## src/design/assert_macros.svh

```systemverilog
// Assertion macros shared by the RTL that checks itself.
// No dependencies; taken in by `include.
`ifndef ASSERT_MACROS_SVH
`define ASSERT_MACROS_SVH

// Same-cycle implication, disabled during reset.
`define ASSERT_IMPL(label, clk, rst_n, ante, cons, msg) \
  label: assert property (@(posedge clk) disable iff (!rst_n) (ante) |-> (cons)) \
    else $error(msg);

// Next-cycle implication, disabled during reset.
`define ASSERT_NEXT(label, clk, rst_n, ante, cons, msg) \
  label: assert property (@(posedge clk) disable iff (!rst_n) (ante) |=> (cons)) \
    else $error(msg);

`endif

```

## src/design/gss_pkg.sv

```systemverilog
// Types and constants of the gear shift sequencer.
// No dependencies; used by gss_core and gear_shift_sequencer.
package gss_pkg;

  // Event kinds carried on the input tuser field
  typedef enum logic [2:0] {
    KindTick     = 3'd0,
    KindGear     = 3'd1,
    KindUp       = 3'd2,
    KindDown     = 3'd3,
    KindNeutral  = 3'd4,
    KindSearch   = 3'd5,
    KindLaunch   = 3'd6
  } kind_e;

  // Configuration register indexes
  typedef enum logic [2:0] {
    CfgShiftCut   = 3'd0,
    CfgUpPulse    = 3'd1,
    CfgDownPulse  = 3'd2,
    CfgSettle     = 3'd3,
    CfgAdjust     = 3'd4,
    CfgAttempts   = 3'd5,
    CfgLaunch     = 3'd6
  } cfg_idx_e;

  // Sequencer phases, one-hot
  typedef enum logic [10:0] {
    PhIdle        = 11'b000_0000_0001,
    PhUpCut       = 11'b000_0000_0010,
    PhUpRun       = 11'b000_0000_0100,
    PhDownRun     = 11'b000_0000_1000,
    PhNsUpPulse   = 11'b000_0001_0000,
    PhNsUpSettle  = 11'b000_0010_0000,
    PhNsDnPulse   = 11'b000_0100_0000,
    PhNsDnSettle  = 11'b000_1000_0000,
    PhNrPulse     = 11'b001_0000_0000,
    PhNrSettle    = 11'b010_0000_0000,
    PhLaunch      = 11'b100_0000_0000
  } phase_e;

  // Gear codes
  localparam logic [3:0] GearFirst   = 4'd1;
  localparam logic [3:0] GearSecond  = 4'd2;
  localparam logic [3:0] GearFifth   = 4'd5;
  localparam logic [3:0] GearUnknown = 4'd11;

  // Drive line bit positions
  localparam int LineCut    = 0;
  localparam int LineUp     = 1;
  localparam int LineDown   = 2;
  localparam int LineLaunch = 3;

  localparam int CfgWidth = 16;
  localparam int TryWidth = 16;

  // One result item
  typedef struct packed {
    logic [TryWidth-1:0] down_try_now;
    logic [TryWidth-1:0] up_try_now;
    logic                accepted;
    logic                busy_now;
    logic                launch_on;
    logic                down_solenoid_on;
    logic                up_solenoid_on;
    logic                shift_cut_on;
  } res_t;

endpackage

```

## src/design/gss_core.sv

```systemverilog
// Sequencer state, configuration registers and next-state logic.
// Depends on gss_pkg.
module gss_core (
  input  logic                      clk_i,
  input  logic                      rst_ni,
  input  logic                      fire_i,
  input  logic [2:0]                kind_i,
  input  logic [3:0]                gear_i,
  input  logic                      cfg_we_i,
  input  logic [2:0]                cfg_idx_i,
  input  logic [gss_pkg::CfgWidth-1:0] cfg_data_i,
  output gss_pkg::res_t             res_o
);
  import gss_pkg::*;

  // Configuration
  logic [15:0] cut_q, up_pulse_q, dn_pulse_q, settle_q, launch_q;
  logic [9:0]  adj_q;
  logic [4:0]  limit_q;

  always_ff @(posedge clk_i or negedge rst_ni) begin
    if (!rst_ni) begin
      cut_q      <= 16'd1000;
      up_pulse_q <= 16'd1000;
      dn_pulse_q <= 16'd1000;
      settle_q   <= 16'd10000;
      adj_q      <= 10'd50;
      limit_q    <= 5'd10;
      launch_q   <= 16'd500;
    end else if (cfg_we_i) begin
      case (cfg_idx_i)
        CfgShiftCut:  cut_q      <= cfg_data_i;
        CfgUpPulse:   up_pulse_q <= cfg_data_i;
        CfgDownPulse: dn_pulse_q <= cfg_data_i;
        CfgSettle:    settle_q   <= cfg_data_i;
        CfgAdjust:    adj_q      <= cfg_data_i[9:0];
        CfgAttempts:  limit_q    <= cfg_data_i[4:0];
        CfgLaunch:    launch_q   <= cfg_data_i;
        default: ;
      endcase
    end
  end

  // Sequencer state
  logic        busy_q, busy_d;
  phase_e      phase_q, phase_d;
  logic [15:0] cnt_q, cnt_d;
  logic [3:0]  gear_q, gear_d;
  logic [1:0]  prev_q, prev_d;
  logic [4:0]  att_q, att_d;
  logic [15:0] up_q, up_d, dn_q, dn_d;
  logic [3:0]  lines_q, lines_d;

  always_ff @(posedge clk_i or negedge rst_ni) begin
    if (!rst_ni) begin
      busy_q  <= 1'b0;
      phase_q <= PhIdle;
      cnt_q   <= '0;
      gear_q  <= GearUnknown;
      prev_q  <= '0;
      att_q   <= '0;
      up_q    <= 16'd500;
      dn_q    <= 16'd500;
      lines_q <= '0;
    end else if (fire_i) begin
      busy_q  <= busy_d;
      phase_q <= phase_d;
      cnt_q   <= cnt_d;
      gear_q  <= gear_d;
      prev_q  <= prev_d;
      att_q   <= att_d;
      up_q    <= up_d;
      dn_q    <= dn_d;
      lines_q <= lines_d;
    end
  end

  // Saturating pulse length adjustments
  logic [16:0] up_sum, dn_sum;
  logic [15:0] adj_ext, up_plus, up_minus, dn_plus, dn_minus;

  always_comb begin
    adj_ext  = {6'd0, adj_q};
    up_sum   = {1'b0, up_q} + {1'b0, adj_ext};
    dn_sum   = {1'b0, dn_q} + {1'b0, adj_ext};
    up_plus  = up_sum[16] ? 16'hFFFF : up_sum[15:0];
    dn_plus  = dn_sum[16] ? 16'hFFFF : dn_sum[15:0];
    up_minus = (up_q > adj_ext) ? up_q - adj_ext : 16'd0;
    dn_minus = (dn_q > adj_ext) ? dn_q - adj_ext : 16'd0;
  end

  // One step of the repeated neutral search; a fresh search starts cleared
  logic        fresh;
  logic [1:0]  s_prev, sr_prev;
  logic [4:0]  s_att, sr_att;
  logic        sr_busy;
  phase_e      sr_phase;
  logic [15:0] sr_cnt, sr_up, sr_dn;
  logic [3:0]  sr_lines;

  assign fresh = (kind_i == KindSearch);

  always_comb begin
    s_prev   = fresh ? 2'd0 : prev_q;
    s_att    = fresh ? 5'd0 : att_q;
    sr_prev  = s_prev;
    sr_att   = s_att;
    sr_busy  = 1'b1;
    sr_phase = phase_q;
    sr_cnt   = 16'd0;
    sr_up    = up_q;
    sr_dn    = dn_q;
    sr_lines = lines_q;
    if (gear_q == GearUnknown) begin
      // unknown gear: one plain up pulse ends the search
      sr_lines[LineUp] = 1'b1;
      sr_phase = PhNsUpPulse;
      sr_cnt   = up_q;
    end else begin
      sr_att = s_att + 5'd1;
      if (s_att == limit_q || (gear_q != GearFirst && gear_q != GearSecond)) begin
        sr_busy  = 1'b0;
        sr_phase = PhIdle;
      end else if (gear_q == GearFirst) begin
        if (s_prev == 2'd1) begin
          sr_up  = up_plus;
        end else if (s_prev == 2'd2) begin
          sr_dn  = dn_minus;
        end
        sr_lines[LineUp] = 1'b1;
        sr_phase = PhNrPulse;
        sr_cnt   = (s_prev == 2'd1) ? up_plus : up_q;
        sr_prev  = gear_q[1:0];
      end else begin
        if (s_prev == 2'd1) begin
          sr_up  = up_minus;
        end else if (s_prev == 2'd2) begin
          sr_dn  = dn_plus;
        end
        sr_lines[LineDown] = 1'b1;
        sr_phase = PhNrPulse;
        sr_cnt   = (s_prev == 2'd2) ? dn_plus : dn_q;
        sr_prev  = gear_q[1:0];
      end
    end
  end

  // Next state for one event
  logic request;

  always_comb begin
    busy_d  = busy_q;
    phase_d = phase_q;
    cnt_d   = cnt_q;
    gear_d  = gear_q;
    prev_d  = prev_q;
    att_d   = att_q;
    up_d    = up_q;
    dn_d    = dn_q;
    lines_d = lines_q;
    request = 1'b0;
    case (kind_i)
      KindTick: begin
        if (busy_q) begin
          if (cnt_q > 16'd1) begin
            cnt_d = cnt_q - 16'd1;
          end else begin
            cnt_d = 16'd0;
            case (phase_q)
              PhUpCut: begin
                lines_d[LineCut] = 1'b0;
                lines_d[LineUp]  = 1'b1;
                phase_d = PhUpRun;
                cnt_d   = up_pulse_q;
              end
              PhUpRun, PhDownRun: begin
                lines_d[LineUp]   = 1'b0;
                lines_d[LineDown] = 1'b0;
                busy_d  = 1'b0;
                phase_d = PhIdle;
              end
              PhNsUpPulse: begin
                lines_d[LineUp] = 1'b0;
                phase_d = PhNsUpSettle;
                cnt_d   = settle_q;
              end
              PhNsUpSettle: begin
                if (gear_q == GearFirst) begin
                  up_d = up_plus;
                end else if (gear_q == GearSecond) begin
                  up_d = up_minus;
                end
                busy_d  = 1'b0;
                phase_d = PhIdle;
              end
              PhNsDnPulse: begin
                lines_d[LineDown] = 1'b0;
                phase_d = PhNsDnSettle;
                cnt_d   = settle_q;
              end
              PhNsDnSettle: begin
                if (gear_q == GearFirst) begin
                  dn_d = dn_minus;
                end else if (gear_q == GearSecond) begin
                  dn_d = dn_plus;
                end
                busy_d  = 1'b0;
                phase_d = PhIdle;
              end
              PhNrPulse: begin
                lines_d[LineUp]   = 1'b0;
                lines_d[LineDown] = 1'b0;
                phase_d = PhNrSettle;
                cnt_d   = settle_q;
              end
              PhNrSettle: begin
                busy_d  = sr_busy;
                phase_d = sr_phase;
                cnt_d   = sr_cnt;
                prev_d  = sr_prev;
                att_d   = sr_att;
                up_d    = sr_up;
                dn_d    = sr_dn;
                lines_d = sr_lines;
              end
              PhLaunch: begin
                lines_d[LineLaunch] = 1'b0;
                busy_d  = 1'b0;
                phase_d = PhIdle;
              end
              default: begin
                lines_d = '0;
                busy_d  = 1'b0;
                phase_d = PhIdle;
              end
            endcase
          end
        end
      end
      KindGear: gear_d = gear_i;
      KindUp: begin
        request = 1'b1;
        if (!busy_q && gear_q != GearFifth) begin
          busy_d  = 1'b1;
          lines_d[LineCut] = 1'b1;
          phase_d = PhUpCut;
          cnt_d   = cut_q;
        end
      end
      KindDown: begin
        request = 1'b1;
        if (!busy_q && gear_q != GearFirst) begin
          busy_d  = 1'b1;
          lines_d[LineDown] = 1'b1;
          phase_d = PhDownRun;
          cnt_d   = dn_pulse_q;
        end
      end
      KindNeutral: begin
        request = 1'b1;
        if (!busy_q) begin
          if (gear_q == GearFirst || gear_q == GearUnknown) begin
            busy_d  = 1'b1;
            lines_d[LineUp] = 1'b1;
            phase_d = PhNsUpPulse;
            cnt_d   = up_q;
          end else if (gear_q == GearSecond) begin
            busy_d  = 1'b1;
            lines_d[LineDown] = 1'b1;
            phase_d = PhNsDnPulse;
            cnt_d   = dn_q;
          end
        end
      end
      KindSearch: begin
        request = 1'b1;
        if (!busy_q) begin
          prev_d = 2'd0;
          att_d  = 5'd0;
          if (gear_q == GearFirst || gear_q == GearSecond || gear_q == GearUnknown) begin
            busy_d  = sr_busy;
            phase_d = sr_phase;
            cnt_d   = sr_cnt;
            prev_d  = sr_prev;
            att_d   = sr_att;
            up_d    = sr_up;
            dn_d    = sr_dn;
            lines_d = sr_lines;
          end
        end
      end
      KindLaunch: begin
        request = 1'b1;
        if (!busy_q) begin
          busy_d  = 1'b1;
          lines_d[LineLaunch] = 1'b1;
          phase_d = PhLaunch;
          cnt_d   = launch_q;
        end
      end
      default: ;
    endcase
  end

  // Result of this event, taken from the next state
  always_comb begin
    res_o.shift_cut_on     = lines_d[LineCut];
    res_o.up_solenoid_on   = lines_d[LineUp];
    res_o.down_solenoid_on = lines_d[LineDown];
    res_o.launch_on        = lines_d[LineLaunch];
    res_o.busy_now         = busy_d;
    res_o.accepted         = request && !busy_q && busy_d;
    res_o.up_try_now       = up_d;
    res_o.down_try_now     = dn_d;
  end

endmodule

```

## src/design/gear_shift_sequencer.sv

```systemverilog
// Gear shift sequencer: input register, sequencer core, result register.
// A request taken into the input register passes through the sequencer core into the result register.
// Throughput: one request per cycle while the receiver takes results; the result register
// lets a new request enter while a finished result waits to be taken.
// Reset (rst_ni low, asynchronous): lines released, idle, gear unknown, pulse
// lengths 500 ticks, configuration at defaults. Needs gss_pkg and gss_core.
`include "assert_macros.svh"
module gear_shift_sequencer (
  input  logic        clk_i,
  input  logic        rst_ni,
  input  logic        s_axis_tvalid,
  output logic        s_axis_tready,
  input  logic [7:0]  s_axis_tdata,  // [3:0] gear_value, [7:4] zero
  input  logic [2:0]  s_axis_tuser,  // [2:0] kind
  output logic        m_axis_tvalid,
  input  logic        m_axis_tready,
  // [0] shift_cut_on, [1] up_solenoid_on, [2] down_solenoid_on, [3] launch_on,
  // [4] busy_now, [5] accepted, [21:6] up_try_now, [37:22] down_try_now,
  // [39:38] zero
  output logic [39:0] m_axis_tdata,
  input  logic        cfg_we_i,
  input  logic [2:0]  cfg_idx_i,
  input  logic [gss_pkg::CfgWidth-1:0] cfg_data_i
);
  import gss_pkg::*;

  logic       in_vld_q;
  logic [2:0] in_kind_q;
  logic [3:0] in_gear_q;
  logic       out_vld_q;
  res_t       out_q;
  res_t       res;
  logic       advance;

  // Input stage moves on when the result register is free or being drained
  assign advance       = in_vld_q && (!out_vld_q || m_axis_tready);
  assign s_axis_tready = !in_vld_q || advance;

  always_ff @(posedge clk_i or negedge rst_ni) begin
    if (!rst_ni) begin
      in_vld_q <= 1'b0;
    end else if (s_axis_tready) begin
      in_vld_q <= s_axis_tvalid;
    end
  end

  always_ff @(posedge clk_i) begin
    if (s_axis_tvalid && s_axis_tready) begin
      in_kind_q <= s_axis_tuser;
      in_gear_q <= s_axis_tdata[3:0];
    end
  end

  gss_core u_core (
    .clk_i      (clk_i),
    .rst_ni     (rst_ni),
    .fire_i     (advance),
    .kind_i     (in_kind_q),
    .gear_i     (in_gear_q),
    .cfg_we_i   (cfg_we_i),
    .cfg_idx_i  (cfg_idx_i),
    .cfg_data_i (cfg_data_i),
    .res_o      (res)
  );

  // Result register
  always_ff @(posedge clk_i or negedge rst_ni) begin
    if (!rst_ni) begin
      out_vld_q <= 1'b0;
    end else if (advance) begin
      out_vld_q <= 1'b1;
    end else if (m_axis_tready) begin
      out_vld_q <= 1'b0;
    end
  end

  always_ff @(posedge clk_i) begin
    if (advance) begin
      out_q <= res;
    end
  end

  assign m_axis_tvalid = out_vld_q;
  assign m_axis_tdata  = {2'b00, out_q};

  // Checks
  logic in_stall, out_stall, out_idle, lines_on, acc_fire;

  assign in_stall  = in_vld_q && !s_axis_tready;
  assign out_stall = m_axis_tvalid && !m_axis_tready;
  assign out_idle  = m_axis_tvalid && !out_q.busy_now;
  assign lines_on  = out_q.shift_cut_on || out_q.up_solenoid_on ||
                     out_q.down_solenoid_on || out_q.launch_on;
  assign acc_fire  = advance && res.accepted;

  `ASSERT_NEXT(a_adv_shows, clk_i, rst_ni, advance, m_axis_tvalid, "result missing after advance")
  `ASSERT_IMPL(a_stall_src, clk_i, rst_ni, in_stall, out_stall, "stall without backpressure")
  `ASSERT_IMPL(a_idle_lines, clk_i, rst_ni, out_idle, !lines_on, "line driven while idle")
  `ASSERT_IMPL(a_acc_busy, clk_i, rst_ni, acc_fire, res.busy_now, "accepted without busy")

endmodule

```

## config.mk

```make
export PLATFORM = sky130hd
export DESIGN_NAME = gear_shift_sequencer
export DESIGN_NICKNAME = d
export VERILOG_FILES = /design/src/design/gss_pkg.sv /design/src/design/gss_core.sv /design/src/design/gear_shift_sequencer.sv
export VERILOG_INCLUDE_DIRS = /design/src /design/src/design
export SDC_FILE = /design/constraint.sdc
export NUM_CORES = 1
export LEC_CHECK = 0
export BUFFER_PORTS_ARGS = -buffer_cell sky130_fd_sc_hd__buf_2
export CAP_MARGIN = 20
export CORE_ASPECT_RATIO = 0.6
export CORE_MARGIN = 5
export CORE_UTILIZATION = 50
export CTS_BUF_LIST = sky130_fd_sc_hd__clkbuf_8
export DETAILED_ROUTE_END_ITERATION = 6
export HOLD_SLACK_MARGIN = 0.12
export PLACE_DENSITY = 0.76
export REMOVE_ABC_BUFFERS = 1
export SYNTH_ARGS = -nofsm -noshare
export SYNTH_HDL_FRONTEND = slang
export SYNTH_SLANG_ARGS = --single-unit
```

## constraint.sdc

```tcl
create_clock -name clk_i -period 4.3 [get_ports clk_i]
set_input_delay 0.215 -clock clk_i [delete_from_list [all_inputs] [get_ports clk_i]]
set_output_delay 0.215 -clock clk_i [all_outputs]
set_load 0.05 [all_outputs]
```

==> results.sh <==
export IMPL_grt_pass1_wl_mm=106
export IMPL_finalNonFillerCells=2443
export IMPL_cpPeakStageDelay_ps=790
export IMPL_power_frac_comb=0.349
export IMPL_hold_path_class="in2reg"
export IMPL_antenna_found_initial=0
export IMPL_post_dp_cell_area_mm2=0.0176
export IMPL_vias=17300
export IMPL_die_height_um=151
export IMPL_grt_overflow=0
export IMPL_grt_usage=0.378
export IMPL_p_int_w=0.00450
export IMPL_dr_pass1_iters=6
export IMPL_ioPinCount=77
export IMPL_syn_inst=1905
export IMPL_worst_slew_pin_transition_ps=950
export IMPL_num_rows=51
export IMPL_drive_gt1_frac=0.214
export IMPL_fin_worst_skew_ps=34.1
export IMPL_cts_root_buf="clkbuf_8"
export IMPL_ir_worst_vdd_mv=0.390
export IMPL_design_area_mm2=0.0186
export IMPL_max_freq_mhz=232
export IMPL_synth_ff_type="dfrtp_1"
export IMPL_crit_type="reg2reg"
export IMPL_yosys_warnings=0
export IMPL_io_buffers=70
export IMPL_p_sw_frac=0.401
export IMPL_finalHoldViolations=0
export IMPL_p_per_area_mw_per_mm2=403
export IMPL_worst_path_max_fanout=16
export IMPL_synth_seq_cells=217
export IMPL_drv_slew=0
export IMPL_worst_slack_ps=-15.4
export IMPL_critical_path_arrival_ps=4650
export IMPL_grt_pass1_vias=16200
export IMPL_clockBufferDepth=3
export IMPL_cts_tree="yes"
export IMPL_place_gp_congestion=1.05
export IMPL_p_leak_nw=7.45
export IMPL_post_drt_wl_per_cell_um=29.5
export IMPL_core_area_mm2=0.0325
export IMPL_setup_viol=1
export IMPL_cts_sinks=217
export IMPL_worstPathRequired_ps=4640
export IMPL_async_flop_share=0.793
export IMPL_clk_latency_ps=590
export IMPL_ant_nets=0
export IMPL_grt_max_degree=92
export IMPL_period_needed_ps=4320
export IMPL_cts_made_buffers=36
export IMPL_fin_nets=2073
export IMPL_synth_cell_types=107
export IMPL_final_common_cell="nand2_1"
export IMPL_violations="negative setup slack"
export IMPL_seqPwrFrac=0.386
export IMPL_period_share=1.00
export IMPL_relSlewSlack=0.367
export IMPL_cp_slowest_cell="edfxtp_1"
export IMPL_dp_hpwl_mm=53.5
export IMPL_seq_area_frac_synth=0.345
export IMPL_drc=0
export IMPL_maxCapViolCount=0
export IMPL_syn_to_final_growth_pct=12.5
export IMPL_routed_wl_mm=72.0
export IMPL_fp_dieW_um=245
export IMPL_place_ws_ps=255
export IMPL_critPathTopFamily="simple AND/OR/NAND/NOR gates"
export IMPL_initialDrtViolationCount=3049
export IMPL_worstPathCellList="nand3b_1 -> buf_4 -> nand3b_1 -> nand2_1 -> and3_1 -> o22ai_1 -> a211oi_1 -> a311oi_1 -> buf_4 -> nand2_1"
export IMPL_postCtsSetupRepairBufs=0
export IMPL_rsz0062_at_grt="false"
export IMPL_dieArea_mm2=0.0370
export IMPL_switchingPower_w=0.00301
export IMPL_netlist_area_mm2=0.0166
export IMPL_fin_util=0.573
export IMPL_end_kind="flop"
export IMPL_layout_common_cells="nand2_1 (200), o21ai_0 (146), nor2_1 (145)"
export IMPL_dpl_cell_count=2346
export IMPL_outcome="finished, violations left"
export IMPL_antennaDiodeCount=0
export IMPL_holdWs_ps=210
export IMPL_h_tree_depth=2
export IMPL_synth_edf_count=45
export IMPL_syn_area_per_cell_um2=8.69
export IMPL_worst_path_buf_inv=2
export IMPL_clockPowerShare=0.265
export IMPL_start_util=0.509
export IMPL_avgViaCountPerCell=7.07
export IMPL_start_kind="flop"
export IMPL_path_clk_slew_ps=70
flip-flops by register name, indices dropped and copies added, names as in the netlist, 2 cells and up:
signal / cells
u_core.cut_q: 16
u_core.settle_q: 16
in_kind_q: 3
u_core.dn_pulse_q: 16
u_core.dn_q: 16
u_core.prev_q: 2
u_core.launch_q: 16
u_core.lines_q: 4
u_core.up_q: 16
u_core.up_pulse_q: 16
u_core.adj_q: 10
u_core.gear_q: 4
u_core.phase_q: 11
in_gear_q: 4
u_core.att_q: 5
u_core.cnt_q: 16
m_axis_tdata: 38
u_core.limit_q: 5
kinds of logic after synthesis:
logic type | after synthesis | share of synthesized area
muxes | 127 | 0.0845
and+or+nand+nor | 626 | 0.196
adders and majority gates | 47 | 0.0373
buffers and inverters | 194 | 0.0520
DFF | 217 | 0.345
xor gates and xnor gates | 44 | 0.0233
other | 1 | 0.000226
AOI/OAI and AO/OA | 649 | 0.261
Yosys cell counts, types with 8 or more instances:
master | number | share of area
a211oi_1 | 28 | 0.013
a21o_1 | 26 | 0.012
a21oi_1 | 134 | 0.040
a221o_1 | 10 | 0.0060
a221oi_1 | 31 | 0.016
a22o_1 | 18 | 0.0095
a22oi_1 | 26 | 0.012
a31oi_1 | 29 | 0.011
and2_1 | 23 | 0.0087
and3_1 | 16 | 0.0060
buf_1 | 8 | 0.0018
buf_2 | 45 | 0.014
clkbuf_1 | 82 | 0.019
dfrtp_1 | 122 | 0.18
dfstp_2 | 50 | 0.079
edfxtp_1 | 45 | 0.082
ha_1 | 43 | 0.032
inv_1 | 44 | 0.010
mux2_2 | 102 | 0.069
mux2i_1 | 25 | 0.015
nand2_1 | 200 | 0.045
nand2b_1 | 17 | 0.0064
nand3_1 | 41 | 0.012
nand4_1 | 20 | 0.0076
nor2_1 | 145 | 0.033
nor2b_1 | 10 | 0.0038
nor3_1 | 41 | 0.012
nor3b_1 | 12 | 0.0054
nor4_1 | 9 | 0.0034
o211ai_1 | 24 | 0.011
o21ai_0 | 146 | 0.044
o21ai_1 | 17 | 0.0051
o22ai_1 | 24 | 0.0091
o31ai_1 | 19 | 0.0086
or3_1 | 16 | 0.0060
xnor2_1 | 28 | 0.015
xor2_1 | 16 | 0.0085
worst paths after layout:
path                       depth (start not counted)  slack, ps          from                end
max reg2reg                                       10        -20  in_kind_q[0]   m_axis_tdata[32]
min in group asynchronous                          2        250        rst_ni    u_core.up_q[14]
min reg2reg                                        1        480  in_gear_q[0]   u_core.gear_q[0]
max                                               10        -20  in_kind_q[0]   m_axis_tdata[32]
max in group asynchronous                          3       2960        rst_ni  u_core.limit_q[3]
min                                                4        210  cfg_idx_i[1]    u_core.adj_q[4]
worst min-delay path, delay by kind of cell:
family / cells / cell delay (ps)
AOI/OAI and AO/OA: 1 / 110
buffers and inverters: 1 / 180
and+or+nand+nor: 2 / 280
metrics by stage:
stage	setup TNS (ps)	total power, W
6_report	-15.4	0.00751
3_5_place_dp	0	0.00539
3_3_place_gp	0	0.00531
2_1_floorplan	-6400	0.00444
4_1_cts	0	0.00739
5_1_grt	0	0.00778
power groups by stage:
stage / logic, W / clock network, W / registers (W)
6_report: 0.00263 / 0.00199 / 0.00290
5_1_grt: 0.00276 / 0.00209 / 0.00293
4_1_cts: 0.00252 / 0.00200 / 0.00287
3_5_place_dp: 0.00249 / 0 / 0.00290
3_3_place_gp: 0.00244 / 0 / 0.00288
2_1_floorplan: 0.00153 / 0 / 0.00291
final cells by class:
cell class	count	area (um2)
fill	2929	13900
timing repair buffer	197	1440
inverter	44	165
clock buffer	40	551
multi-input combinational	1495	10000
sequential	217	5720
clock inverter	26	196
tap	424	531
per-layer routing:
metal | GRT usage | vias up | part of all wire
li1 | - | 7344 | -
met1 | 0.551 | 8384 | 0.42
met2 | 0.514 | 1338 | 0.39
met3 | 0.147 | 197 | 0.15
met4 | 0.120 | 0 | 0.037
met5 | 0 | - | 0
timing repair:
item,in CTS,in global routing
hold buffers,27,0
hold endpoints to repair,166,0
gates resized for setup,0,0
(Power assumes the default switching activity.)
